--- src/rtl/core/lpc_pkg.sv ---
// ----------------------------------------------------------------------------
// LRU packet cache package
// Shared sizes, configuration and status types and the limit helper.
// ----------------------------------------------------------------------------
package lpc_pkg;

    // Store size and the widths that follow from it.
    localparam int CAPACITY = 2048;
    localparam int IDX_W    = (CAPACITY > 1) ? $clog2(CAPACITY) : 1;
    localparam int CNT_W    = $clog2(CAPACITY + 1);

    // Fixed field widths.
    localparam int ITEM_W  = 16;
    localparam int BLOCK_W = 16;
    localparam int TAG_W   = ITEM_W + BLOCK_W;
    localparam int LAT_W   = 16;
    localparam int LIMIT_W = 12;
    localparam int CFG_D_W = 16;
    localparam int CFG_I_W = 3;

    // Register indexes of the configuration port.
    typedef enum logic [CFG_I_W-1:0] {
        REG_RANGE_START   = 3'd0,
        REG_RANGE_END     = 3'd1,
        REG_USE_FLASH     = 3'd2,
        REG_ENTRY_LIMIT   = 3'd3,
        REG_HIT_LATENCY   = 3'd4,
        REG_FLASH_LATENCY = 3'd5,
        REG_DISK_LATENCY  = 3'd6
    } reg_idx_t;

    // Reset values of the configuration registers.
    localparam logic [ITEM_W-1:0]  RST_RANGE_START   = 16'd0;
    localparam logic [ITEM_W-1:0]  RST_RANGE_END     = 16'd65535;
    localparam logic               RST_USE_FLASH     = 1'b0;
    localparam logic [LIMIT_W-1:0] RST_ENTRY_LIMIT   = 12'd2048;
    localparam logic [LAT_W-1:0]   RST_HIT_LATENCY   = 16'd1;
    localparam logic [LAT_W-1:0]   RST_FLASH_LATENCY = 16'd10;
    localparam logic [LAT_W-1:0]   RST_DISK_LATENCY  = 16'd100;

    // Configuration as seen by the lookup sequencer.
    typedef struct packed {
        logic [ITEM_W-1:0]  range_start;
        logic [ITEM_W-1:0]  range_end;
        logic               use_flash;
        logic [LIMIT_W-1:0] entry_limit;
        logic [LAT_W-1:0]   hit_latency;
        logic [LAT_W-1:0]   flash_latency;
        logic [LAT_W-1:0]   disk_latency;
    } cfg_t;

    // Sequencer status towards the top level.
    typedef struct packed {
        logic             busy;
        logic [CNT_W-1:0] count;
    } stat_t;

    // A limit of zero acts as one, a limit above the store size as the store size.
    function automatic logic [CNT_W-1:0] eff_limit(input logic [LIMIT_W-1:0] lim);
        int unsigned l;
        l = int'(lim);
        if (l < 1)
            l = 1;
        if (l > CAPACITY)
            l = CAPACITY;
        return CNT_W'(l);
    endfunction

endpackage

--- src/rtl/core/lpc_cfg.sv ---
// ----------------------------------------------------------------------------
// LRU packet cache configuration registers
// Write-only register bank; unknown indexes are ignored.
// ----------------------------------------------------------------------------
module lpc_cfg
    import lpc_pkg::*;
(
    input  logic               clk,
    input  logic               rst_n,
    input  logic               cfg_valid,
    output logic               cfg_ready,
    input  logic [CFG_I_W-1:0] cfg_index,
    input  logic [CFG_D_W-1:0] cfg_data,
    output cfg_t               cfg
);

    cfg_t cfg_reg;
    cfg_t cfg_next;

    // The bank takes a write in every cycle.
    assign cfg_ready = 1'b1;
    assign cfg       = cfg_reg;

    // Decode the register index.
    always_comb
    begin
        cfg_next = cfg_reg;
        if (cfg_valid)
        begin
            case (reg_idx_t'(cfg_index))
                REG_RANGE_START:   cfg_next.range_start   = cfg_data;
                REG_RANGE_END:     cfg_next.range_end     = cfg_data;
                REG_USE_FLASH:     cfg_next.use_flash     = cfg_data[0];
                REG_ENTRY_LIMIT:   cfg_next.entry_limit   = cfg_data[LIMIT_W-1:0];
                REG_HIT_LATENCY:   cfg_next.hit_latency   = cfg_data;
                REG_FLASH_LATENCY: cfg_next.flash_latency = cfg_data;
                REG_DISK_LATENCY:  cfg_next.disk_latency  = cfg_data;
                default:           cfg_next = cfg_reg;
            endcase
        end
    end

    // Register bank with its reset values.
    always_ff @(posedge clk or negedge rst_n)
    begin
        if (!rst_n)
        begin
            cfg_reg.range_start   <= RST_RANGE_START;
            cfg_reg.range_end     <= RST_RANGE_END;
            cfg_reg.use_flash     <= RST_USE_FLASH;
            cfg_reg.entry_limit   <= RST_ENTRY_LIMIT;
            cfg_reg.hit_latency   <= RST_HIT_LATENCY;
            cfg_reg.flash_latency <= RST_FLASH_LATENCY;
            cfg_reg.disk_latency  <= RST_DISK_LATENCY;
        end
        else
        begin
            cfg_reg <= cfg_next;
        end
    end

endmodule

--- config.mk ---
export PLATFORM = sky130hd
export DESIGN_NAME = lpc_cfg
export DESIGN_NICKNAME = d
export VERILOG_FILES = /design/src/rtl/core/lpc_pkg.sv /design/src/rtl/core/lpc_cfg.sv
export SDC_FILE = /design/constraint.sdc
export NUM_CORES = 1
export LEC_CHECK = 0
export CORE_MARGIN = 4
export CORE_UTILIZATION = 50
export CTS_CLUSTER_SIZE = 24
export DETAILED_ROUTE_END_ITERATION = 10
export DONT_BUFFER_PORTS = 1
export PLACE_DENSITY = 0.67
export SYNTH_ARGS = -nofsm -noshare
export SYNTH_HDL_FRONTEND = slang
export SYNTH_SLANG_ARGS = --single-unit
--- constraint.sdc ---
create_clock -name clk -period 0.9 [get_ports clk]
set_input_delay 0.045 -clock clk [delete_from_list [all_inputs] [get_ports clk]]
set_output_delay 0.045 -clock clk [all_outputs]
set_load 0.05 [all_outputs]
* Word-level counts from Yosys, hierarchy flattened
Index checks and enable logic that the tools add are counted.
W data, S select, Z words.
** Word-level totals
- Register bits after elaboration :: 93
- Input port bits :: 22
- Output and inout port bits :: 94
** Cells by class
- Equal/unequal tests :: 6
- Reduce and logical (&&, ||, !) cells :: 8
** Operator list (count)
- $reduce_and A2 Y1 :: 7
- $eq A3 B3 Y1 const B :: 3
- $eq A3 B2 Y1 const B :: 2
- $eq A3 B1 Y1 const B :: 1
- $logic_not A3 Y1 :: 1

* Longest topological paths before layout
- Depth in word-level cells :: 2
- Gate-level depth with buffers :: 5
- Depth with buffers taken out :: 2

* Worst setup path after synthesis
No wires, ideal clock.
- Kind :: input to register
- From :: input port cfg_index[2]
- To :: register cfg_reg (netlist bit cfg[84])
- Data arrival time :: 1110 ps
- Required time :: 775 ps
- Setup slack :: -334 ps
- Stages on the path :: 4
- Cells stage by stage :: buf_2 nor4b_4 buf_6 mux2_2
** Between the ends
- Cells in the longest elaborated chain, start to end :: 2
** RTL lines
- start, declared :: line lpc_cfg.sv:12 : input logic [CFG_I_W-1:0] cfg_index,
- $logic_not A3 Y1 :: line lpc_cfg.sv:30 : case (reg_idx_t'(cfg_index))
- $reduce_and A2 Y1 (no source line)
- end signal, assigned :: line lpc_cfg.sv:58 : cfg_reg <= cfg_next;
- end, declared :: line lpc_cfg.sv:17 : cfg_t cfg_reg;
Every way passes these cells.
A chain may end at the register's enable or synchronous reset.

* Final worst setup path
- From :: register cfg_reg (netlist bit cfg[74])
- To :: output port cfg[74] in the netlist's numbering
** RTL lines
- end, declared :: line lpc_cfg.sv:14 : output cfg_t cfg
No word-level cell between the ends.

==> reports/qor.txt <==
Status - finished with violations
Failing checks - negative hold slack, negative setup slack
Clock-pin slew on the worst setup and hold paths - 90 ps
Commonest non-fill, non-tap cell in the layout - buf_6
HPWL after detailed placement - 5.877 mm
Sequential share of power - 36.7%
Worst r2r path cells - 3
Final core occ - 84.06%
Initial antenna violation count - 0
Reg2reg start - cfg[59]
Sw power - 6623 µW
GRT overflow - 0
Max H-tree Level - 3
Effective utilization at floorplan - 52.12%
Max FFs per register - 93
Power density over cell area - 2895 nW/µm²
Drt pass-1 iters - 4
Post-placement worst setup slack - -153.8 ps
Endpoints failing hold - 94
RePlAce Congestion - 0.7759
Core outline area - 6907 µm²
CTS Buf Count - 9
Gate count of the mapped netlist - 204
Clk buf depth - 2
Area grow syn2layout - 61.28%
Crit-path leading delay family - flip-flops
Vias/cell - 5.179
Sw frac - 39.41%
Distinct cells, synth - 16
Internal - 10180 µW
Critical Path RT - 850 ps
Largest net degree at the start of global routing - 94
Max-cap violations - 0
Port Buffers - 0
Die area - 8621 µm²
Synth warnings - 0
Post-route insts no fill - 458
Worst path bufs/invs - 1
Clock Skew - 0 ps
CTS Root Cell - clkbuf_8
Worst IR drop on VDD - 0.001713 V
Combinational power share - 46.5%
Hold crit path type - input port to asynchronous set/reset pin
Final setup fails - 108
Syn Area/Cell - 17.65 µm²
Drt wl/cell - 21.32 µm
Placed cells - 391
R2R setup slack - -60 ps
Post-Syn Nets - 226
Share of post-route cells with drive strength above 1 - 86.74%
Fmax - 889.1 MHz
Drt drc - 0
Total power - 16800 µW
WHS - -627.8 ps
Crit-path max cell delay - 570 ps
Setup CP Type - register to output pin
Crit-path cells - buf_8
Critical path's slowest cell - dfstp_2
Crit. End Element - output pin
RR Endpoint - cfg[59]
Clock Latency Late Sink - 350 ps
Setup ws final - -224.8 ps
Drt total wl - 9.765 mm
RSZ-0062 raised after global routing - yes
CP max FO - 2
First-pass GRT wire length - 15.08 mm
Total number of vias - 2372
Die H - 92.85 µm
Drt initial violations - 76
Rows - 30
Final Cycle Share - 125.0%
Sinks on Clock Net - 93
CP Launch Type - register
Antenna Cells - 0
FF+latch count, synth - 93
Top-level I/O count - 116
Chip width - 92.85 µm
Synthesized area - 3600 µm²
P_leak - 0.002644 µW
Crit path time final - 1125 ps
Vias in the first global route - 2653
Net total in the final layout - 379
CTS tree - yes
Antenna violation net count after detailed routing - 0
Gr usage total - 23.26%
Fin. max-slew vios - 0
Commonest non-fill, non-tap cells in the layout - 84 x buf_6, 48 x mux2_4, 44 x mux2_2, 44 x dfrtp_2, 26 x dfrtp_1
Arr. time, crit path - 1080 ps
Clock power frac - 16.8%
Register area share after synthesis - 65.45%
Cts hold-fix bufs - 16
routing by layer:
layer	GRT usage (%)	share of wire (%)	up-vias	wire length, µm
li1	-	-	1027	-
met1	26.65	38	1246	3722
met2	42.77	55	86	5407
met3	4.468	5.0	13	489
met4	8.547	1.5	0	145
met5	0	0	-	0
worst max path at each step:
stage | start | endpoint | slack, ps | cells after the start
after floorplan | cfg_index[2] | cfg[84] | -300 | 4
after global placement | cfg_index[0] | cfg[78] | -120 | 3
after detailed placement | cfg_index[0] | cfg[89] | -150 | 3
after CTS | cfg[63] | cfg[63] | -230 | 1
after global routing | cfg[74] | cfg[74] | -260 | 1
final | cfg[74] | cfg[74] | -220 | 1
Yosys cell counts:
library cell,count,area [µm²]
mux2_1,2,22.52
dfrtp_1,70,1752
nand4b_2,2,30.03
nor4bb_1,1,10.01
mux2_4,2,30.03
buf_6,4,45.04
conb_1,1,3.750
and4bb_2,1,12.51
buf_4,1,7.510
and4bb_1,1,12.51
buf_8,1,15.01
nor4b_4,1,23.77
mux2_2,89,1002
nand4b_1,1,8.760
dfstp_2,23,604.3
buf_2,4,20.02
layout make-up:
class	instances	area, µm²
tap	96	120.1
multi-input combinational	101	1329
timing repair buffer	152	1744
clock buffer	11	141.4
clock inverter	5	60.06
sequential	93	2411
fill	346	1101
worst register-to-register path, stage by stage, from the launching register on:
cell,delay [ps]
dfstp_2,390
buf_4,130
buf_4,130
mux2_4,250
repair_timing:
| action | 4_1_cts | 5_1_grt |
|---|---|---|
| setup endpoints to repair | 93 | 110 |
| resized for setup | 121 | 14 |
| endpoints found under the hold margin | 186 | 94 |
| setup buffers | 27 | 8 |
kinds of logic (layout without fill, tap and decap cells):
logic type | count (synthesis) | in the layout | share of synthesized area, %
muxes | 93 | 93 | 29.30
buffers and inverters | 10 | 168 | 2.433
DFF | 93 | 93 | 65.45
other | 1 | 1 | 0.1042
and+or+nand+nor | 7 | 7 | 2.711
metrics by stage:
step / hold slack (ps) / area [µm²] / setup TNS [ps]
final: -627.8 / 5806 / -9987
after detailed placement: -247.9 / 4674 / -5052
after global routing: -652.7 / 5806 / -13230
after global placement: -247.9 / 4674 / -4114
after CTS: -640.6 / 5693 / -10740
after floorplan: -250.6 / 3841 / -11020
power by group through the flow:
stage	Combinational, µW	Sequential [µW]	Clock [µW]
2_1_floorplan	1160	9220	0
3_3_place_gp	6190	5910	0
3_5_place_dp	6270	5980	0
4_1_cts	7600	6110	2840
5_1_grt	8030	6280	3030
6_report	7810	6170	2820
No activity file was read; power rests on OpenSTA's default activity.
